### src/rtl/core/wmm_pkg.sv
// Shared types, constants and helpers for the window min/max filter.
// No dependencies; every other file in rtl/core refers to this package by scoped names.
package wmm_pkg;

	localparam int MAX_RADIUS = 3;
	localparam int MAX_WIDTH  = 1024;
	localparam int MAX_HEIGHT = 1024;

	localparam int SIDE_MAX  = 2 * MAX_RADIUS + 1;
	localparam int LINES_MAX = 2 * MAX_RADIUS;

	localparam int PIX_W     = 8;
	localparam int MODE_W    = 1;
	localparam int RAD_W     = 2;
	localparam int DIM_W     = 11;
	localparam int CFG_IDX_W = 2;

	localparam int COL_W  = $clog2(MAX_WIDTH);        // line-store address
	localparam int WCNT_W = $clog2(MAX_WIDTH + 1);    // column count, holds the width itself
	localparam int HCNT_W = $clog2(MAX_HEIGHT + 1);   // row count, holds the height itself
	localparam int LINE_W = $clog2(LINES_MAX);        // line bank select
	localparam int LCNT_W = $clog2(LINES_MAX + 1);    // number of buffered lines
	localparam int SCNT_W = $clog2(SIDE_MAX + 1);     // window side

	localparam logic [PIX_W-1:0] PIX_MIN = 8'd0;
	localparam logic [PIX_W-1:0] PIX_MAX = 8'd255;

	localparam logic              MODE_RESET   = 1'b0;
	localparam logic [RAD_W-1:0]  RADIUS_RESET = 2'd1;
	localparam logic [DIM_W-1:0]  DIM_RESET    = 11'd1024;

	typedef enum logic [CFG_IDX_W-1:0] {
		CFG_FILTER_MODE   = 2'd0,
		CFG_KERNEL_RADIUS = 2'd1,
		CFG_IMAGE_WIDTH   = 2'd2,
		CFG_IMAGE_HEIGHT  = 2'd3
	} cfg_idx_t;

	typedef logic [PIX_W-1:0] pix_t;
	typedef pix_t [LINES_MAX-1:0] line_col_t;
	typedef pix_t [SIDE_MAX-1:0] win_vec_t;

	typedef struct packed {
		logic [PIX_W-1:0] pixel_value;
		logic             frame_start;
	} pixel_t;

	typedef struct packed {
		logic [PIX_W-1:0] filtered_value;
		logic             frame_end;
	} result_t;

	// Position of the current pixel, handed from the counters to the datapath.
	typedef struct packed {
		logic [COL_W-1:0]  col;
		logic [LINE_W-1:0] bank;
		logic              work;
		logic              emit;
		logic              frame_end;
	} pos_t;

	// One step of a min or max reduction.
	function automatic pix_t pick(input pix_t a, input pix_t b, input logic want_max);
		if (want_max) begin
			return (b > a) ? b : a;
		end else begin
			return (b < a) ? b : a;
		end
	endfunction

endpackage

### src/rtl/core/wmm_window.sv
// Square window shift registers and per-column min/max reduction.
// Depends on wmm_pkg. Column 0 is the newest; its rows come from the line banks and the pixel.
module wmm_window (
	input  logic                       clk,
	input  logic                       shift_en,
	input  logic [wmm_pkg::LCNT_W-1:0] lines,
	input  logic [wmm_pkg::SCNT_W-1:0] side,
	input  logic                       want_max,
	input  logic [wmm_pkg::LINE_W-1:0] bank,
	input  wmm_pkg::pix_t              pix,
	input  wmm_pkg::line_col_t         rd_col,
	output wmm_pkg::win_vec_t          col_red
);

	wmm_pkg::win_vec_t window_q [wmm_pkg::SIDE_MAX];
	wmm_pkg::win_vec_t new_col;

	// row k takes bank (bank + k) mod lines, the bottom row takes the live pixel
	always_comb begin
		logic [wmm_pkg::LINE_W:0] sel;
		for (int k = 0; k < wmm_pkg::SIDE_MAX; k++) begin
			sel = {1'b0, bank} + (wmm_pkg::LINE_W + 1)'(k);
			if (int'(sel) >= int'(lines)) begin
				sel = sel - (wmm_pkg::LINE_W + 1)'(lines);
			end
			if (k < int'(lines)) begin
				new_col[k] = rd_col[sel[wmm_pkg::LINE_W-1:0]];
			end else if (k == int'(lines)) begin
				new_col[k] = pix;
			end else begin
				new_col[k] = window_q[0][k];
			end
		end
	end

	always_ff @(posedge clk) begin
		if (shift_en) begin
			window_q[0] <= new_col;
			for (int c = 1; c < wmm_pkg::SIDE_MAX; c++) begin
				window_q[c] <= window_q[c-1];
			end
		end
	end

	always_comb begin
		wmm_pkg::pix_t acc;
		for (int c = 0; c < wmm_pkg::SIDE_MAX; c++) begin
			acc = want_max ? wmm_pkg::PIX_MIN : wmm_pkg::PIX_MAX;
			for (int k = 0; k < wmm_pkg::SIDE_MAX; k++) begin
				if (k < int'(side)) begin
					acc = wmm_pkg::pick(acc, window_q[c][k], want_max);
				end
			end
			col_red[c] = acc;
		end
	end

endmodule

### config.mk
export PLATFORM = sky130hd
export DESIGN_NAME = wmm_window
export DESIGN_NICKNAME = d
export VERILOG_FILES = /design/src/rtl/core/wmm_pkg.sv /design/src/rtl/core/wmm_window.sv
export SDC_FILE = /design/constraint.sdc
export NUM_CORES = 2
export LEC_CHECK = 0
export ABC_AREA = 1
export BUFFER_PORTS_ARGS = -buffer_cell sky130_fd_sc_hd__buf_2
export CORE_MARGIN = 3
export CORE_UTILIZATION = 58
export DETAILED_ROUTE_END_ITERATION = 10
export HOLD_SLACK_MARGIN = 0.1
export PLACE_DENSITY_LB_ADDON = 0.05
export REMOVE_ABC_BUFFERS = 1
export SLEW_MARGIN = 30
export SYNTH_ARGS = -nofsm -noshare
export SYNTH_HDL_FRONTEND = slang
export SYNTH_SLANG_ARGS = --single-unit
### constraint.sdc
create_clock -name clk -period 12.95 [get_ports clk]
set_clock_uncertainty 0.05 [all_clocks]
set_input_delay 0.6475 -clock clk [delete_from_list [all_inputs] [get_ports clk]]
set_output_delay 0.6475 -clock clk [all_outputs]
set_load 0.02 [all_outputs]
## After elaboration in Yosys (flattened, before gate mapping)

Memories as Yosys holds them, arrays and structs flattened.
Cells that the tools add are included.
W data, S select, Z words.

| storage, ports and cells | value |
|---|---|
| register bits after elaboration | 0 |
| memory bits (writable) | 392 |
| input port bits | 68 |
| output and inout port bits | 56 |
| word-level logic and storage cells | 381 |
| memories kept | 1 |

Memory list:

| memory | depth | bits a word | rd ports | clocked after Yosys merged registers in | wr ports | RTL line | text |
|---|---|---|---|---|---|---|---|
| window_q | 7 | 56 | 7 | 0 | 7 | wmm_window.sv:15 | `wmm_pkg::win_vec_t window_q [wmm_pkg::SIDE_MAX];` |

| cells by class | value |
|---|---|
| $add $sub $neg | 13 |
| magnitude comparators | 126 |
| eq/ne operators | 6 |
| multiplexer cells | 234 |
| reductions and logical operators | 1 |

Operators by type and width:

| operator | count |
|---|---|
| $mux W8 | 218 |
| $gt A8 B8 Y1 | 49 |
| $lt A8 B8 Y1 | 49 |
| $bmux W8 S3 | 7 |
| $lt A3 B4 Y1 const B | 7 |
| $ge A4 B3 Y1 | 6 |
| $mux W3 | 7 |
| $sub A3 B3 Y3 | 7 |
| $lt A3 B3 Y1 const A | 6 |
| $add A3 B3 Y4 const B | 3 |
| $eq A3 B3 Y1 const A | 4 |
| $lt A1 B3 Y1 const A | 4 |
| $lt A2 B3 Y1 const A | 4 |
| $add A3 B2 Y4 const B | 2 |
| $eq A2 B3 Y1 const A | 2 |
| $add A3 B1 Y4 const B | 1 |
| $ge A3 B3 Y1 | 1 |
| $logic_not A3 Y1 | 1 |
| $mux W1 | 2 |

## Logic depth before layout (Yosys ltp)

| depth | value |
|---|---|
| depth in word-level cells | 29 |
| depth in mapped cells | 101 |
| depth with buffers taken out | 90 |

## Worst setup path after synthesis

OpenSTA, ideal clock, no wires.

| timing | value |
|---|---|
| path kind | input to output |
| from | in want_max |
| to | out col_red[1] in the netlist's numbering |
| arrival | 12977 ps |
| required time | 12252 ps |
| setup slack | -724 ps |
| cell stages on the path | 87 |
| path through | inv_2 buf_2 buf_2 buf_2 buf_2 buf_2 clkbuf_1 clkbuf_1 ha_1 inv_1 a21oi_1 o21ai_0 nand2_1 nand3_1 o21ai_0 nand2_1 nand2_1 o21ai_0 [... 51 more ...] nand2_1 nand2_1 clkinv_1 o21bai_1 nand3_1 nand2_1 inv_1 ha_1 a21oi_1 nor2_1 a211oi_1 nand2_1 nand2_1 clkbuf_1 o21ai_0 o22ai_1 nand2_1 nand2_1 |

RTL lines:

| item | RTL line | text |
|---|---|---|
| start, declared | wmm_window.sv:8 | `input logic want_max,` |
| end, declared | wmm_window.sv:12 | `output wmm_pkg::win_vec_t col_red` |

==> metrics.txt <==
Worst EP arrival=11.74 ns; biggest registers after layout=window_q x392; Routed WL per cell=17.3 µm; startpoint type of the worst setup path=input port; Synth-to-Final Area Change=17.7%; Hold WS=a little under 0.4 ns; nets@finish=between 6,000 and 7,000; Register Area=between 10,000 and 15,000 µm²; Tcrit/Tclk final=0.960; syn_area_per_cell=a little under 7 µm²; hold path cells=0; fin crit period=12.44 ns; Finished Layout Cells=6,502; required time of the worst setup path=12.25 ns; Worst-Skew Late Latency=between 0.5 and 0.6 ns; CTS buffer count=46; Stages on worst setup path=86; Buffers on Ports=123; Worst Path Buf+Inv=19; Root Buffer=clkbuf_16; Top reg by flops=window_q; Slew Viols, Final=0; Worst-path clk slew=0.06 ns; # H-tree levels=2; Setup crit start=want_max; Overflow after GRT=0; Hold Crit Class=reg -> reg; Global Route Usage Sum=0.315; Pwr Total=7.42 mW; register area share after synthesis=0.317; HP Start=window_q[1][8]; VDD IR-drop max=0.139 mV; most common cell in the netlist=nand2_1; worst relative slew slack=0.218; first-pass iteration count of the detailed router=7; Warnings, synthesis=0; Yosys cell types=between 50 and 60; final WL=roughly 110,000 µm; Peak Freq=about 0.080 GHz; setup TNS=0 ns; Yosys reg bits=between 300 and 400; Sink Count=between 300 and 400; final core occ=0.692; 1st-iter DRT viols=about 3,300; Synth area leaders=edfxtp_1 32%, nand2_1 16%, ha_1 14%, inv_1 8.0%, o21ai_0 7.3%; Final Hold Fails=0; Commonest cells post-synth=1,564 x nand2_1, 791 x inv_1, 538 x o21ai_0; io pins=about 120; Async S/R FF share, synth=0; Final GP Congestion=between 1 and 1.5; Die ar.=67,100 µm²; area of the multi-input gates=~24,000 µm²; diodes inserted=0; Synth top area share=0.317; Layout fillers=about 5,300; worst slew pin tran=roughly 1.2 ns; largest net degree at the start of global routing=180; top_reg_cell synth=edfxtp_1; site row count=slightly above 90; dpl cells=between 6,000 and 7,000; CTS Buffer Depth=3; status=finished, final reports clean; CP delay by family, top=simple AND/OR/NAND/NOR gates; remaining antenna violation count after routing=0; initial core utilization=0.588; layout cell share with drive strength beyond 1=0.152; CP dominant cell by count=nand2_1; Pwr Density=around 170 nW/µm²; core area=roughly 63,000 µm²; Max Cap Violations=0; DP HPWL=a little over 80,000 µm; Post-Synthesis Cell Area=between 30,000 and 40,000 µm²; first-pass GRT wire length=171,000 µm; Post-Synthesis Cells=5,384; crit end category=output pin; initial antenna violation count=0; CTS tree=yes; Worst Path Max Fanout=32; final setup violation count=0; max FFs per register=392; residual DRC count=0; Leak=roughly 22 nW; CP peak stage delay=~0.33 ns; EDFF count, synth=392; R2R cell count=1; RSZ-0062 raised after global routing=true; vias in the first global route=between 30,000 and 40,000; Die Y-Extent=259 µm; R2R Path Start=window_q[5][7]; Horiz. Die Dim=between 200 and 300 µm; Via density=5.70; Critical Path Slowest Stage Cell=ha_1; cell taking the most area after synthesis=edfxtp_1; via count=approximately 37,000; WS Path Type=in -> out
## logic make-up after synthesis
group,synth area share
AND/OR/NAND/NOR,0.283
AO/OA/AOI/OAI,0.155
buffers and inverters,0.101
adder cells (fa/ha/maj),0.141
flip-flops,0.317
multiplexers,0.00162
XOR/XNOR,0.000944
## power by group
group | switching [mW] | total (mW) | internal (mW)
combinational | 2.75 | 4.42 | 1.67
clock | 0.534 | 1.37 | 0.832
sequential | 0.100 | 1.63 | 1.53
total | 3.39 | 7.42 | 4.03
## area by class of cell
class	instances	area share
sequential	392	0.269
multi-input combinational	4019	0.539
tap	846	0.0242
inverter	804	0.0694
timing repair buffer	355	0.0619
clock inverter	35	0.00950
clock buffer	51	0.0268
## routing by layer
metal  vias to the layer above  global-route usage  routed length [µm]
met5                         -                   0                   0
met4                         0               0.135                5560
met3                       317              0.0297                5570
met2                      1173               0.572               56400
met1                     17100               0.378               45300
li1                      18500                   -                   -
## metrics by stage
step                worst slack, ns  cell area [µm²]
CTS                         0.00231            40600
global placement             -0.261            39000
global route                 -0.336            43700
finish                        0.512            43700
floorplan                     -1.66            36400
detailed placement           -0.510            39000
## cells in the final DEF (no fill, tap or decap), types with 8 or more instances in the layout
| master | n |
|---|---|
| nand2_1 | 1457 |
| inv_1 | 765 |
| o21ai_0 | 459 |
| nand3_1 | 451 |
| edfxtp_1 | 392 |
| ha_1 | 366 |
| nor2_1 | 292 |
| a21oi_1 | 224 |
| buf_4 | 196 |
| buf_2 | 105 |
| nand2_2 | 95 |
| o21ai_1 | 91 |
| o211ai_1 | 59 |
| nand4_1 | 58 |
| clkbuf_16 | 47 |
| a21oi_2 | 45 |
| ha_4 | 45 |
| buf_6 | 40 |
| nand3_2 | 39 |
| a31oi_1 | 39 |
| o21ai_2 | 38 |
| or2_2 | 31 |
| inv_2 | 30 |
| nand2_4 | 25 |
| o22ai_1 | 19 |
| clkinv_1 | 17 |
| nor3_1 | 15 |
| a211oi_1 | 14 |
| nor2_2 | 13 |
| o21a_1 | 11 |
| or2_4 | 11 |
| a211oi_2 | 9 |
| bufinv_16 | 9 |
| o21bai_1 | 8 |
## final timing paths
check,end,slack [ns]
worst max register to register,window_q[6][7],11.98
worst min-delay path,window_q[2][8],0.40
worst min register to register,window_q[2][8],0.40
worst max-delay path,col_red[31],0.51
## timing repair
action | 4_1_cts | 5_1_grt
setup buffers | 0 | 111
pin swaps | 0 | 176
gates resized for setup | 15 | 569
setup endpoints to repair | 19 | 56
hold buffers | 0 | 0
gates cloned | 0 | 18
No activity file was read; power rests on OpenSTA's default activity.
