[src/rtl/core/wmm_pkg.sv]
// Shared types, constants and helpers for the window min/max filter.
// No dependencies; every other file in rtl/core refers to this package by scoped names.
package wmm_pkg;

	localparam int MAX_RADIUS = 3;
	localparam int MAX_WIDTH  = 1024;
	localparam int MAX_HEIGHT = 1024;

	localparam int SIDE_MAX  = 2 * MAX_RADIUS + 1;
	localparam int LINES_MAX = 2 * MAX_RADIUS;

	localparam int PIX_W     = 8;
	localparam int MODE_W    = 1;
	localparam int RAD_W     = 2;
	localparam int DIM_W     = 11;
	localparam int CFG_IDX_W = 2;

	localparam int COL_W  = $clog2(MAX_WIDTH);        // line-store address
	localparam int WCNT_W = $clog2(MAX_WIDTH + 1);    // column count, holds the width itself
	localparam int HCNT_W = $clog2(MAX_HEIGHT + 1);   // row count, holds the height itself
	localparam int LINE_W = $clog2(LINES_MAX);        // line bank select
	localparam int LCNT_W = $clog2(LINES_MAX + 1);    // number of buffered lines
	localparam int SCNT_W = $clog2(SIDE_MAX + 1);     // window side

	localparam logic [PIX_W-1:0] PIX_MIN = 8'd0;
	localparam logic [PIX_W-1:0] PIX_MAX = 8'd255;

	localparam logic              MODE_RESET   = 1'b0;
	localparam logic [RAD_W-1:0]  RADIUS_RESET = 2'd1;
	localparam logic [DIM_W-1:0]  DIM_RESET    = 11'd1024;

	typedef enum logic [CFG_IDX_W-1:0] {
		CFG_FILTER_MODE   = 2'd0,
		CFG_KERNEL_RADIUS = 2'd1,
		CFG_IMAGE_WIDTH   = 2'd2,
		CFG_IMAGE_HEIGHT  = 2'd3
	} cfg_idx_t;

	typedef logic [PIX_W-1:0] pix_t;
	typedef pix_t [LINES_MAX-1:0] line_col_t;
	typedef pix_t [SIDE_MAX-1:0] win_vec_t;

	typedef struct packed {
		logic [PIX_W-1:0] pixel_value;
		logic             frame_start;
	} pixel_t;

	typedef struct packed {
		logic [PIX_W-1:0] filtered_value;
		logic             frame_end;
	} result_t;

	// Position of the current pixel, handed from the counters to the datapath.
	typedef struct packed {
		logic [COL_W-1:0]  col;
		logic [LINE_W-1:0] bank;
		logic              work;
		logic              emit;
		logic              frame_end;
	} pos_t;

	// One step of a min or max reduction.
	function automatic pix_t pick(input pix_t a, input pix_t b, input logic want_max);
		if (want_max) begin
			return (b > a) ? b : a;
		end else begin
			return (b < a) ? b : a;
		end
	endfunction

endpackage

[src/rtl/core/wmm_pos_ctrl.sv]
// Row/column counters and per-radius line pointers for the window min/max filter.
// Depends on wmm_pkg.
module wmm_pos_ctrl (
	input  logic                       clk,
	input  logic                       arst_n,
	input  logic                       accept,
	input  wmm_pkg::pixel_t            pixel,
	input  logic [wmm_pkg::DIM_W-1:0]  image_width,
	input  logic [wmm_pkg::DIM_W-1:0]  image_height,
	input  logic [wmm_pkg::RAD_W-1:0]  radius,
	input  logic [wmm_pkg::LCNT_W-1:0] lines,
	output wmm_pkg::pos_t              pos
);

	logic [wmm_pkg::WCNT_W-1:0] col_q, col_c, col_cur, col_inc, col_n, w_eff;
	logic [wmm_pkg::HCNT_W-1:0] row_q, row_c, row_cur, row_n, h_eff;
	// mod_q[i] = row count modulo 2*(i+1)
	logic [wmm_pkg::LINE_W-1:0] mod_q   [wmm_pkg::MAX_RADIUS];
	logic [wmm_pkg::LINE_W-1:0] mod_c   [wmm_pkg::MAX_RADIUS];
	logic [wmm_pkg::LINE_W-1:0] mod_cur [wmm_pkg::MAX_RADIUS];
	logic [wmm_pkg::LINE_W-1:0] mod_n   [wmm_pkg::MAX_RADIUS];
	logic skip_pre, wrap, skip, wrap_end;

	function automatic logic [wmm_pkg::LINE_W-1:0] inc_mod(
		input logic [wmm_pkg::LINE_W-1:0] m,
		input int                         i
	);
		return (m == wmm_pkg::LINE_W'(2 * i + 1)) ? '0 : m + 1'b1;
	endfunction

	always_comb begin
		if (image_width == '0) begin
			w_eff = wmm_pkg::WCNT_W'(1);
		end else if (int'(image_width) > wmm_pkg::MAX_WIDTH) begin
			w_eff = wmm_pkg::WCNT_W'(wmm_pkg::MAX_WIDTH);
		end else begin
			w_eff = wmm_pkg::WCNT_W'(image_width);
		end
		if (image_height == '0) begin
			h_eff = wmm_pkg::HCNT_W'(1);
		end else if (int'(image_height) > wmm_pkg::MAX_HEIGHT) begin
			h_eff = wmm_pkg::HCNT_W'(wmm_pkg::MAX_HEIGHT);
		end else begin
			h_eff = wmm_pkg::HCNT_W'(image_height);
		end
	end

	// frame start clears the counts before the pixel is placed
	always_comb begin
		col_c = pixel.frame_start ? '0 : col_q;
		row_c = pixel.frame_start ? '0 : row_q;
		for (int i = 0; i < wmm_pkg::MAX_RADIUS; i++) begin
			mod_c[i] = pixel.frame_start ? '0 : mod_q[i];
		end

		skip_pre = (row_c >= h_eff);
		// width shrunk mid-row: wrap before placing
		wrap     = (col_c >= w_eff);
		col_cur  = wrap ? '0 : col_c;
		row_cur  = wrap ? row_c + 1'b1 : row_c;
		for (int i = 0; i < wmm_pkg::MAX_RADIUS; i++) begin
			mod_cur[i] = wrap ? inc_mod(mod_c[i], i) : mod_c[i];
		end
		skip = skip_pre || (wrap && (row_cur >= h_eff));

		col_inc  = col_cur + 1'b1;
		wrap_end = (col_inc >= w_eff);

		if (skip_pre) begin
			col_n = col_c;
			row_n = row_c;
			for (int i = 0; i < wmm_pkg::MAX_RADIUS; i++) begin
				mod_n[i] = mod_c[i];
			end
		end else if (skip) begin
			col_n = '0;
			row_n = row_cur;
			for (int i = 0; i < wmm_pkg::MAX_RADIUS; i++) begin
				mod_n[i] = mod_cur[i];
			end
		end else if (wrap_end) begin
			col_n = '0;
			row_n = row_cur + 1'b1;
			for (int i = 0; i < wmm_pkg::MAX_RADIUS; i++) begin
				mod_n[i] = inc_mod(mod_cur[i], i);
			end
		end else begin
			col_n = col_inc;
			row_n = row_cur;
			for (int i = 0; i < wmm_pkg::MAX_RADIUS; i++) begin
				mod_n[i] = mod_cur[i];
			end
		end
	end

	always_comb begin
		pos.col  = wmm_pkg::COL_W'(col_cur);
		pos.bank = '0;
		for (int i = 0; i < wmm_pkg::MAX_RADIUS; i++) begin
			if (int'(radius) == i + 1) begin
				pos.bank = mod_cur[i];
			end
		end
		pos.work      = !skip;
		pos.emit      = (int'(row_cur) >= int'(lines)) && (int'(col_cur) >= int'(lines));
		pos.frame_end = (row_cur == h_eff - 1'b1) && (col_cur == w_eff - 1'b1);
	end

	always_ff @(posedge clk or negedge arst_n) begin
		if (!arst_n) begin
			col_q <= '0;
			row_q <= '0;
			for (int i = 0; i < wmm_pkg::MAX_RADIUS; i++) begin
				mod_q[i] <= '0;
			end
		end else if (accept) begin
			col_q <= col_n;
			row_q <= row_n;
			for (int i = 0; i < wmm_pkg::MAX_RADIUS; i++) begin
				mod_q[i] <= mod_n[i];
			end
		end
	end

endmodule

[config.mk]
export PLATFORM = sky130hd
export DESIGN_NAME = wmm_pos_ctrl
export DESIGN_NICKNAME = d
export VERILOG_FILES = /design/src/rtl/core/wmm_pkg.sv /design/src/rtl/core/wmm_pos_ctrl.sv
export SDC_FILE = /design/constraint.sdc
export NUM_CORES = 1
export LEC_CHECK = 0
export BUFFER_PORTS_ARGS = -buffer_cell sky130_fd_sc_hd__buf_4
export CORE_MARGIN = 1
export CORE_UTILIZATION = 30
export CTS_BUF_LIST = sky130_fd_sc_hd__clkbuf_8 sky130_fd_sc_hd__clkbuf_16
export CTS_CLUSTER_SIZE = 8
export DETAILED_ROUTE_END_ITERATION = 7
export PLACE_DENSITY = 0.55
export SYNTH_ARGS = -nofsm -noshare
export SYNTH_HDL_FRONTEND = slang
export SYNTH_SLANG_ARGS = --single-unit
export TNS_END_PERCENT = 20
[constraint.sdc]
create_clock -name clk -period 9.7 [get_ports clk]
set_clock_uncertainty 0.15 [all_clocks]
set_input_delay 0.97 -clock clk [delete_from_list [all_inputs] [get_ports clk]]
set_output_delay 0.97 -clock clk [all_outputs]
set_load 0.05 [all_outputs]
* After elaboration in Yosys (flattened, before gate mapping)
Cells that the tools add are included.
W data, S select, Z words.
** Word-level totals
- Flip-flop bits (word level) :: 31
- Bits of input ports :: 39
- Output and inout bits :: 16
- Word-level logic and storage cells :: 74
** Cells by class
- Add/sub/neg operators :: 11
- Magnitude comparators :: 8
- Equal/unequal tests :: 11
- Multiplexer cells :: 32
- Reductions and logical operators :: 7
** Operator list (number)
- $mux W11 :: 14
- $mux W3 :: 15
- $ge A11 B11 Y1 :: 4
- $add A11 B1 Y11 const B :: 3
- $mux W9 :: 3
- $eq A11 B11 Y1 :: 2
- $ge A11 B3 Y1 :: 2
- $gt A11 B11 Y1 const B :: 2
- $logic_not A11 Y1 :: 2
- $sub A11 B1 Y11 const B :: 2
- $add A3 B1 Y3 const B :: 6
- $eq A3 B1 Y1 const B :: 2
- $eq A3 B2 Y1 const B :: 2
- $eq A3 B3 Y1 const B :: 2
- $eq A2 B2 Y1 const B :: 2
- $logic_and A1 B1 Y1 :: 3
- $eq A2 B1 Y1 const B :: 1
- $logic_not A1 Y1 :: 1
- $logic_or A1 B1 Y1 :: 1

* Longest topological paths before layout
Gate-level depths: netlist of the first run.
- Depth after elaboration :: 10
- Depth in mapped cells :: 30
- Gate-level depth less buffers :: 28

* Worst setup path after synthesis of the first run
No wires, ideal clock.
- Path kind :: input to register
- Start :: input port pixel[0] in the netlist's numbering
- End :: register mod_q[7] in the netlist's numbering
- Library setup time :: 0.121 ns
- Arrival time :: 6.177 ns
- Data required time :: 9.429 ns
- Setup slack :: 3.252 ns
- Stages on the path :: 27
- Buffers on the path :: 5
- Cell sequence :: buf_2 > buf_1 > clkbuf_1 > nor2b_1 > ha_1 > nand2_1 > o21ai_1 > a41oi_4 > and2_1 > buf_2 > buf_2 > nand3_1 > inv_1 > ha_1 > nand2_1 > nor2_1 > nand3_1 > xor2_1 > nor2_1 > ha_1 > a2111oi_0 > a31o_2 > a211oi_4 > maj3_1 > mux2i_1 > o21ai_1 > a22o_1
** RTL lines
- from (decl) :: line wmm_pos_ctrl.sv:7 : input wmm_pkg::pixel_t pixel,
- to (signal, indexed assignment) :: line wmm_pos_ctrl.sv:120 : mod_q[i] <= mod_n[i];
- to (decl) :: line wmm_pos_ctrl.sv:18 : logic [wmm_pkg::LINE_W-1:0] mod_q [wmm_pkg::MAX_RADIUS];

* Final worst setup path of the first run
- Start :: input port image_width[5] in the netlist's numbering
- End :: register row_q[7] in the netlist's numbering
** On the way
- Cells in the longest elaborated chain, start to end :: 10
- Elaborated cells on any way between the ends :: 16
- Those cells by class :: add/sub (2); order compare (4); mux (7); reduce/logical (3)
** RTL lines
- from (decl) :: line wmm_pos_ctrl.sv:8 : input logic [wmm_pkg::DIM_W-1:0] image_width,
- $gt A11 B11 Y1 :: line wmm_pos_ctrl.sv:34 : end else if (int'(image_width) > wmm_pkg::MAX_WIDTH) begin
- $mux W11 :: line wmm_pos_ctrl.sv:34
- $mux W11 * :: line wmm_pos_ctrl.sv:32 : if (image_width == '0) begin
- $ge A11 B11 Y1 :: line wmm_pos_ctrl.sv:58 : wrap = (col_c >= w_eff);
- $mux W11, on equally long branches :: line wmm_pos_ctrl.sv:59, wmm_pos_ctrl.sv:60
- $add A11 B1 Y11 / $ge A11 B11 Y1 (equally long branches) :: line wmm_pos_ctrl.sv:66, wmm_pos_ctrl.sv:64
- $ge A11 B11 Y1 / $logic_and A1 B1 Y1 (equally long branches) :: line wmm_pos_ctrl.sv:67, wmm_pos_ctrl.sv:64
- $mux W11 / $logic_or A1 B1 Y1 (equally long branches) :: line wmm_pos_ctrl.sv:81, wmm_pos_ctrl.sv:64
- $mux W11 * :: line wmm_pos_ctrl.sv:75 : end else if (skip) begin
- $mux W11 * :: line wmm_pos_ctrl.sv:69 : if (skip_pre) begin
- to (signal assigned) :: line wmm_pos_ctrl.sv:118 : row_q <= row_n;
- to (decl) :: line wmm_pos_ctrl.sv:16 : logic [wmm_pkg::HCNT_W-1:0] row_q, row_c, row_cur, row_n, h_eff;
Mark *: on every way between the ends. The rest lies on a longest branch, timed or not.
A chain may end at the register's enable or synchronous reset.

==> results.md, run 1 <==
- The flow ran to the end, and the final reports show no timing, DRC or antenna violations.
- Summing all multi-input logic gate instances after layout gives about 3700 sq um.
- The register area share after synthesis is 0.165.
- The via count of the first global-routing pass is roughly 4600.
- At the end of routability-driven placement, the weighted congestion stood at between 0.9 and 1.
- The fraction of synthesized cell area in xor and xnor cells is 0.0833.
- The number of warnings issued by yosys is 0.
- The sequential cells in the finished layout cover a total of 776 sq um.
- The share of total power dissipated in the clock network is 0.355.
- The post-synthesis share of cell area spent on full adders, half adders and majority gates is 0.154.
- In this run the power spent charging and discharging nets is 184 uW.
- TritonCTS built the clock tree.
- The max-cap check violation count is 0.
- The fmax is 0.134 GHz.
- Clock tree synthesis selected as its root buffer the cell sky130_fd_sc_hd__clkbuf_16.
- After clock tree synthesis, the clock-pin slew on the worst setup and hold paths is around 0.050 ns.
- The chip width is between 100 and 150 um.
- The worst-case headroom to the max-slew limit is 0.407.
- The hold violation count in the final report is 0.
- For this block, the initial DRC count from the detailed router was approximately 270.
- The start point of the worst min-delay path is mod_q[3]$_DFFE_PN0P_.
- The flip-flop and latch count after synthesis is 31.
- The initial antenna violation count came to 0.
- In this run the tool buffered the top-level ports with 46 buffer cells.
- The number of ports placed on the die boundary is 55.
- The count of flip-flops with a built-in enable after synthesis is 0.
- Of the total power, combinational logic draws 0.348.
- The number of clock buffers added by TritonCTS is 5.
- The post-detailed-route wirelength per cell is ~17 um.
- The net count of the mapped netlist is between 700 and 800.
- At the pin with the least slew margin, the transition time is between 0.8 and 0.9 ns.
- The core region is 15300 sq um.
- In this run the cell area of the synthesized design comes to between 4000 and 5000 sq um.
- The count of nets left with antenna violations once routing finished came out at 0.
- The die covers 16200 sq um.
- The worst setup path is of the input port to flop kind.
- After synthesis, the share of cell area in mux cells is 0.0319.
- The post-CTS setup buffer count is 0.
- After clock tree synthesis, the repair step resized 0 gates.
- Internal power comes to roughly 340 uW.
- The final-layout fill cell count is about 1600.
- The kind of start point of the critical path is an input port.
- The quantity of hold-fixing buffers added after cts is 0.
- The clock reaches the later pin of the worst-skew pair after approximately 0.28 ns.
- Of the total power, registers draw 0.296.
- The count of unique library cells instantiated by Yosys is 85.
- The die is between 100 and 150 um tall.
- Setup repair after global routing left no endpoint under its margin.
- After synthesis, the largest family of logic cells by area is simple AND/OR/NAND/NOR gates.
- The H-tree was split into 2 levels.
- The compound-gate portion of the synthesized area is 0.251.
- The fraction of layout cells with a size suffix above 1 is 0.134.
- The area fraction in and, or, nand and nor cells after synthesis is 0.269.
- The share of the core filled with cells in the final layout is 0.354.
- The max-slew violation count was 0.
- The initial core utilization is 0.308.
- In the global route stage, overall resource usage came out at 0.177.
- The sum of net half-perimeters after detailed placement is 11000 um.
- The maximum number of pins on one net before global-route repair is 33.
- The path class of the tightest hold or removal check is flop to flop.
- Of the total power, the share spent switching nets is 0.354.
- The site row count is 45.
- In the synthesized netlist, the number of instances is between 600 and 700.
- The growth of design area from synthesis to finish is 14.8%.
- Global routing finished with a remaining overflow of 0.
- The required time of the critical path is between 9 and 10 ns.
- The analysis attributes to cell leakage a power of around 0.0024 uW.
- The worst setup path is captured at a flop.
- Of all nets on the critical path, the largest fanout is 18.
- A synthesized cell averages roughly 7.7 sq um.
- In the synthesized netlist the async set-or-reset flop fraction comes to 1.00.
- The first global-routing pass estimated 23400 um of wire.
- Setup total negative slack on the finished layout was measured at 0 ns.
- Of the available clock period, the critical path in the final layout requires 0.770.
- The number of failing setup endpoints in the final timing report is 0.
- The total length of routed wires is 14100 um.
- The total power divided by cell area is approximately 96 nW/um^2.
- The final critical-path required period is between 7 and 8 ns.
- The DRC violation count after routing is 0.
- The maximum clock insertion buffer count is 2.
- The net total in the final layout is between 700 and 800.
- The worst vdd rail ir drop is 0.0000935 V.
- Tracing the worst setup path back leads to its startpoint at image_width[5].
- The overall power is 520 uW.
- The startpoint identified for the worst register-to-register timing path is col_q[8]$_DFFE_PN0P_.
- The number of antenna diodes in the final layout is 0.
- The via density per instance is between 5 and 6.
- The tree built by TritonCTS fans out to 31 sinks.
- The commonest register cell after synthesis is sky130_fd_sc_hd__dfrtp_1.
- The vias after detailed routing is 4752.
- The first-pass iteration count of the detailed router is 5.
- STA puts the critical path data arrival time at between 7 and 8 ns.
[layout by cell type (no fill, tap or decap), drive strengths merged, types with 6 or more instances in the layout]
cell | Yosys | final
a21o | 13 | 13
a21oi | 40 | 40
a22o | 14 | 14
and3 | 13 | 13
buf | 9 | 47
clkbuf | 15 | 6
dfrtp | 31 | 31
ha | 57 | 57
inv | 28 | 28
mux2i | 9 | 9
nand2 | 82 | 82
nand2b | 9 | 9
nand3 | 25 | 25
nand4 | 7 | 7
nor2 | 46 | 46
nor2b | 21 | 21
nor3 | 9 | 9
nor4 | 8 | 8
nor4b | 6 | 6
o21ai | 32 | 32
xnor2 | 29 | 29
xor2 | 14 | 14
[cells in the mapped netlist, types with 3 or more instances]
cell | n | area (sq um)
sky130_fd_sc_hd__nand2_1 | 80 | 300
sky130_fd_sc_hd__ha_1 | 57 | 713
sky130_fd_sc_hd__nor2_1 | 46 | 173
sky130_fd_sc_hd__a21oi_1 | 38 | 190
sky130_fd_sc_hd__dfrtp_1 | 31 | 776
sky130_fd_sc_hd__xnor2_1 | 27 | 236
sky130_fd_sc_hd__inv_1 | 26 | 97.6
sky130_fd_sc_hd__nand3_1 | 25 | 125
sky130_fd_sc_hd__nor2b_1 | 20 | 125
sky130_fd_sc_hd__o21ai_0 | 20 | 100
sky130_fd_sc_hd__clkbuf_1 | 15 | 56.3
sky130_fd_sc_hd__a22o_1 | 14 | 123
sky130_fd_sc_hd__xor2_1 | 14 | 123
sky130_fd_sc_hd__a21o_1 | 13 | 97.6
sky130_fd_sc_hd__and3_1 | 12 | 75.1
sky130_fd_sc_hd__o21ai_1 | 12 | 60.1
sky130_fd_sc_hd__mux2i_1 | 9 | 90.1
sky130_fd_sc_hd__nand2b_1 | 9 | 56.3
sky130_fd_sc_hd__nor3_1 | 9 | 45.0
sky130_fd_sc_hd__buf_2 | 7 | 35.0
sky130_fd_sc_hd__nand4_1 | 7 | 43.8
sky130_fd_sc_hd__nor4_1 | 6 | 37.5
sky130_fd_sc_hd__a31oi_1 | 5 | 31.3
sky130_fd_sc_hd__a211o_1 | 4 | 35.0
sky130_fd_sc_hd__a41oi_1 | 4 | 35.0
sky130_fd_sc_hd__nand4b_1 | 4 | 35.0
sky130_fd_sc_hd__nor4b_1 | 4 | 35.0
sky130_fd_sc_hd__o2111ai_1 | 4 | 35.0
sky130_fd_sc_hd__o22ai_1 | 4 | 25.0
sky130_fd_sc_hd__a21boi_1 | 3 | 22.5
sky130_fd_sc_hd__and2_1 | 3 | 18.8
sky130_fd_sc_hd__clkinv_1 | 3 | 11.3
sky130_fd_sc_hd__mux2_2 | 3 | 33.8
sky130_fd_sc_hd__nor3b_1 | 3 | 22.5
sky130_fd_sc_hd__o211ai_1 | 3 | 22.5
sky130_fd_sc_hd__o21bai_1 | 3 | 22.5
sky130_fd_sc_hd__o31ai_1 | 3 | 22.5
sky130_fd_sc_hd__or3_1 | 3 | 18.8
[final timing paths]
kind / cells past startpoint / slack [ns] / to
max in group asynchronous: 1 / 8.63 / col_q[0]$_DFFE_PN0P_
hold / removal: 1 / 0.34 / mod_q[3]$_DFFE_PN0P_
hold reg to reg: 1 / 0.34 / mod_q[3]$_DFFE_PN0P_
setup reg to reg: 23 / 2.95 / row_q[7]$_DFFE_PN0P_
setup / recovery: 28 / 2.23 / row_q[7]$_DFFE_PN0P_
min in group asynchronous: 1 / 0.47 / row_q[7]$_DFFE_PN0P_
[stage by stage]
stage / setup slack (ns) / cells / cell area, sq um / hold WS (ns)
CTS: 2.23 / 851 / 5400 / 0.335
global placement: 2.11 / 843 / 5220 / 0.307
finish: 2.23 / 851 / 5400 / 0.337
global route: 1.66 / 851 / 5400 / 0.362
floorplan: 3.25 / 609 / 4700 / 0.292
detailed placement: 1.95 / 843 / 5220 / 0.322
[cell type report]
type,instances,area share
clock inverter,2,0.00649
tap,211,0.0489
sequential,31,0.144
timing repair buffer,47,0.0654
inverter,31,0.0216
clock buffer,6,0.0257
multi-input combinational,523,0.688
[cell families (layout without fill, tap and decap cells)]
logic type,Yosys count,count (layout)
DFF,31,31
muxes,14,14
AOI/OAI and AO/OA,162,162
buffers and inverters,55,86
and+or+nand+nor,246,246
xor gates and xnor gates,43,43
adders and majority gates,58,58
[per-layer routing]
metal  share of wire  routed length, um  vias to the layer above  track usage
met5               0                  0                        -            0
met4           0.018                260                        0       0.0455
met3           0.043                604                       22       0.0239
met2            0.48               6800                      127        0.304
met1            0.45               6400                     2295        0.233
li1                -                  -                     2308            -
[power by group through the flow]
stage / logic [uW] / registers, uW / clock network (uW)
floorplan: 129 / 149 / 0
global placement: 176 / 155 / 0
detailed placement: 180 / 156 / 0
CTS: 181 / 154 / 188
global route: 200 / 156 / 195
finish: 181 / 154 / 185
[critical path, stage by stage]
cell	delay, ns
sky130_fd_sc_hd__buf_4	0.14
sky130_fd_sc_hd__nor4_1	0.39
sky130_fd_sc_hd__nand2b_1	0.21
sky130_fd_sc_hd__nor2_1	0.13
sky130_fd_sc_hd__nor2_1	0.05
sky130_fd_sc_hd__nor2_1	0.21
sky130_fd_sc_hd__ha_1	0.28
sky130_fd_sc_hd__nor2b_1	0.12
sky130_fd_sc_hd__o21ai_1	0.16
sky130_fd_sc_hd__a41oi_4	0.56
sky130_fd_sc_hd__and2_1	0.69
sky130_fd_sc_hd__nand3_1	0.22
sky130_fd_sc_hd__inv_1	0.15
sky130_fd_sc_hd__ha_1	0.25
sky130_fd_sc_hd__nand2_1	0.08
sky130_fd_sc_hd__nor2_1	0.22
sky130_fd_sc_hd__xnor2_1	0.16
sky130_fd_sc_hd__nor2_1	0.08
sky130_fd_sc_hd__ha_1	0.34
sky130_fd_sc_hd__nand3_1	0.10
sky130_fd_sc_hd__nor2_1	0.11
sky130_fd_sc_hd__a21oi_1	0.08
sky130_fd_sc_hd__a31o_2	0.35
sky130_fd_sc_hd__a211oi_4	0.53
sky130_fd_sc_hd__nand4_1	0.27
sky130_fd_sc_hd__o21bai_1	0.25
sky130_fd_sc_hd__a21boi_1	0.09
sky130_fd_sc_hd__a211o_1	0.28
[sequential cells by signal, indices dropped and copies added, names as in the netlist]
register  cells
col_q        11
mod_q         9
row_q        11
(Power assumes the default switching activity.)
==> run 2: changes to the inputs <==
ABC_AREA = 1   (was default)
PLACE_DENSITY = 0.56   (was 0.55)
clock period = 6.7 ns   (was 9.7 ns; I/O delays follow)
==> results.md, run 2 <==
- The number of ports placed on the die boundary is 55.
- In the final routed layout, each cell accounts on average for around 14 um.
- The initial antenna violation count came to 0.
- Across the run, the number of max-cap violations was 0.
- The total overflow left after global routing is 0.
- The DRC violation count after routing is 0.
- The die footprint is ~19000 sq um.
- The worst register-to-register path begins at col_q[9]$_DFFE_PN0P_.
- The total area inside the core boundary comes to 17900 sq um.
- The clock reaches the later pin of the worst-skew pair after about 0.28 ns.
- The combinational cell fraction of total power is 0.700.
- The number of antenna repair diodes is 0.
- The growth of design area from synthesis to finish is 13.2%.
- The number of cells after detailed placement is between 1000 and 1500.
- In this design, the critical path's most frequently occurring cell is sky130_fd_sc_hd__nand2_1.
- The power spent charging and discharging nets is slightly above 900 uW.
- The clock period could shrink to 5.81 ns.
- The master of the slowest instance on the critical path is sky130_fd_sc_hd__a21oi_1.
- The depth of the worst register-to-register path is 29.
- The number of buffers inserted during clock tree synthesis is 5.
- Setup repair after global routing left no endpoint under its margin.
- At the worst endpoint, the required time is between 6 and 7 ns.
- The worst-case headroom to the max-slew limit is 0.609.
- After clock tree synthesis, the clock-pin slew on the worst setup and hold paths is around 0.06 ns.
- The sum of negative setup slack is 0 ns.
- The internal portion of the total power is between 700 and 800 uW.
- The maximum clock insertion buffer count is 2.
- The largest registers in the layout are col_q: 11 flops, row_q: 11 flops, mod_q: 9 flops.
- The net count of the mapped netlist is 1000.
- The chip width is about 140 um.
- Of the synthesized area, sequential elements account for 0.142.
- The library cell used most frequently in the layout, excluding fill and tap cells, is sky130_fd_sc_hd__nand2_1.
- The relative contribution of the clock network to total power is 0.131.
- Input and output buffers added on the ports amount to 46.
- The via density per instance is between 4 and 5.
- The cell sitting at the root of the clock tree is a sky130_fd_sc_hd__clkbuf_16.
- At the pin with the least slew margin, the transition time is between 0.5 and 0.6 ns.
- The fraction of layout cells with a size suffix above 1 is 0.140.
- In this run the power density over the cells is roughly 270 nW/um^2.
- The first global-routing pass estimated about 27000 um of wire.
- The detailed router finished its first iteration with 350 violations.
- The via count of the first global-routing pass is ~5200.
- The share of the core filled with cells in the final layout is 0.346.
- Once detailed placement completed, the half-perimeter wirelength came to ~13000 um.
- The mapped netlist covers approximately 5500 sq um.
- IR analysis of the VDD net gives a maximum drop of between 0.00015 and 0.0002 V.
- Ranked by total cell area, the synthesized netlist is headed by sky130_fd_sc_hd__nand2_1 (17%), sky130_fd_sc_hd__dfrtp_1 (14%), sky130_fd_sc_hd__ha_1 (13%).
- The commonest cells after synthesis are sky130_fd_sc_hd__nand2_1 (242), sky130_fd_sc_hd__inv_1 (119), sky130_fd_sc_hd__nor2_1 (99).
- The kind of start point of the critical path is an input port.
- The number of failing setup endpoints in the final timing report is 0.
- The clock tree from TritonCTS is yes.
- The top cell types in the final layout, fill and taps aside, are sky130_fd_sc_hd__nand2_1 (242), sky130_fd_sc_hd__inv_1 (119), sky130_fd_sc_hd__nor2_1 (99), sky130_fd_sc_hd__nand3_1 (78), sky130_fd_sc_hd__a21oi_1 (69).
- Along the worst path, the maximum fanout reaches 14.
- Once detail routing completed, the nets flagged for antenna violations numbered 0.
- Overall power consumption after layout is estimated at ~1700 uW.
- The sequential share of power is 0.169.
- The setup check on the worst reg-to-reg path leaves a slack of 1.66 ns.
- In this design, the stage delay of the slowest critical-path cell is roughly 0.44 ns.
- In the global route stage, overall resource usage came out at 0.184.
- Yosys mapped a number of flops with a built-in enable equal to 0.
- The number of instances in the synthesized netlist is roughly 900.
- The leakage power summed over all cells is 0.00328 uW.
- The hold violation count in the final report is 0.
- The initial core utilization is 0.305.
- The maximum number of pins on one net before global-route repair is 35.
- STA classifies the critical path endpoint as a flop.
- Of all flip-flops after synthesis, the portion carrying an async set or reset was 1.00.
- The ratio of final minimum period to clock period is 0.867.
- The vertical extent of the die is approximately 140 um.
- The worst hold path belongs to the class input port to async pin.
- The commonest register cell after synthesis is sky130_fd_sc_hd__dfrtp_1.
- The switching fraction of total power is 0.541.
- The mean area per synthesized cell is 6.05 sq um.
- Among all cell types in the netlist, the one instantiated most often is sky130_fd_sc_hd__nand2_1.
- The critical path class is input port to flop.
- Buffers added to address setup during post-CTS repair amount to 0.
- The net count of the finished layout is between 1000 and 1500.
- Of the post-synthesis cell area, the dominant cell type holds 0.166.
- During synthesis, Yosys emitted a total of 0 warnings.
- Row generation in the floorplan step produced 49 rows.
- The synthesized design spends more area on one cell type than any other, namely sky130_fd_sc_hd__nand2_1.
- Across all setup checks in the final design, the least slack found is 0.889 ns.
- The fmax is 0.172 GHz.
- The run finished with clean final reports.
- OpenSTA, run right after detailed placement, puts the worst setup slack at between 0.6 and 0.7 ns.
- At the end of routability-driven placement, the weighted congestion stood at 0.863.
- The first TritonRoute pass finished after 7 iterations.
- The flip-flop and latch count after synthesis is 31.
- The synthesized netlist contains between 40 and 50 unique library cells.
- The worst flop-to-flop path endpoint is row_q[10]$_DFFE_PN0P_.
- The total length of routed wires is between 15000 and 20000 um.
- The vias after detailed routing is between 5000 and 6000.
- The maximum level of the CTS H-tree is 2.
- Leaving out filler cells and counting taps, the final layout contains around 1200.
- The endpoint arrival time on the critical path is between 5 and 6 ns.
- For this design, the sink count on the clock tree is 31.
- The max-slew violation count is 0.
- The quantity of hold-fixing buffers added after cts is 0.
- The quantity of gates resized following cts is 0.
==> run 2: cell types whose count changed after synthesis, moves of 24 or more <==
| cell | change |
|---|---|
| sky130_fd_sc_hd__a21oi_1 | +31 |
| sky130_fd_sc_hd__inv_1 | +93 |
| sky130_fd_sc_hd__nand2_1 | +162 |
| sky130_fd_sc_hd__nand3_1 | +53 |
| sky130_fd_sc_hd__nor2_1 | +53 |
| sky130_fd_sc_hd__xnor2_1 | -24 |
==> run 2: worst max path at each step <==
stage / startpoint / to / slack, ns / depth (start not counted)
floorplan: image_width[5] / mod_q[6]$_DFFE_PN0P_ / 0.94 / 30
global route: image_width[3] / row_q[10]$_DFFE_PN0P_ / 0.34 / 31
detailed placement: image_width[3] / row_q[10]$_DFFE_PN0P_ / 0.68 / 31
finish: image_width[3] / row_q[10]$_DFFE_PN0P_ / 0.89 / 31
global placement: image_width[5] / row_q[10]$_DFFE_PN0P_ / 0.66 / 31
CTS: image_width[5] / pos[1] / 0.93 / 23
==> run 2: cells by family after synthesis <==
logic type | Yosys count | share of synthesized area
AO/OA/AOI/OAI | 141 | 0.146
buffers and inverters | 155 | 0.118
XOR/XNOR | 20 | 0.0403
adder cells (fa/ha/maj) | 57 | 0.130
flip-flops | 31 | 0.142
AND/OR/NAND/NOR | 500 | 0.423
==> run 2: cell type report <==
cell class	instances	area (sq um)
fill	2051	11700
multi-input combinational	718	4050
sequential	31	776
inverter	135	507
timing repair buffer	57	428
tap	229	287
clock buffer	6	139
clock inverter	1	5.00
==> run 2: metrics by stage <==
stage	cell area, sq um	hold slack, ns
2_1_floorplan	5470	0.224
3_3_place_gp	6040	0.320
3_5_place_dp	6040	0.316
4_1_cts	6190	0.191
5_1_grt	6190	0.211
6_report	6190	0.175
==> run 2: power groups by stage <==
stage / Sequential (uW) / Clock (uW) / Combinational, uW
floorplan: 280 / 0 / 891
global placement: 287 / 0 / 1170
detailed placement: 287 / 0 / 1180
CTS: 285 / 230 / 1180
global route: 295 / 237 / 1330
finish: 286 / 222 / 1180
==> run 2: worst max-delay path, delay by kind of cell <==
family                     cells  cell delay, ns
and+or+nand+nor               18            1.96
AOI/OAI and AO/OA              6            1.49
adders and majority gates      3            1.07
buffers and inverters          4            0.64
==> run 2: per-layer routing <==
metal  track usage  routed length [um]  vias up  share of wire
li1              -                   -     3042              -
met1         0.265                8310     2630           0.50
met2         0.295                7430      117           0.45
met3        0.0122                 617       15          0.037
met4        0.0458                 264        0          0.016
met5             0                   0        -              0
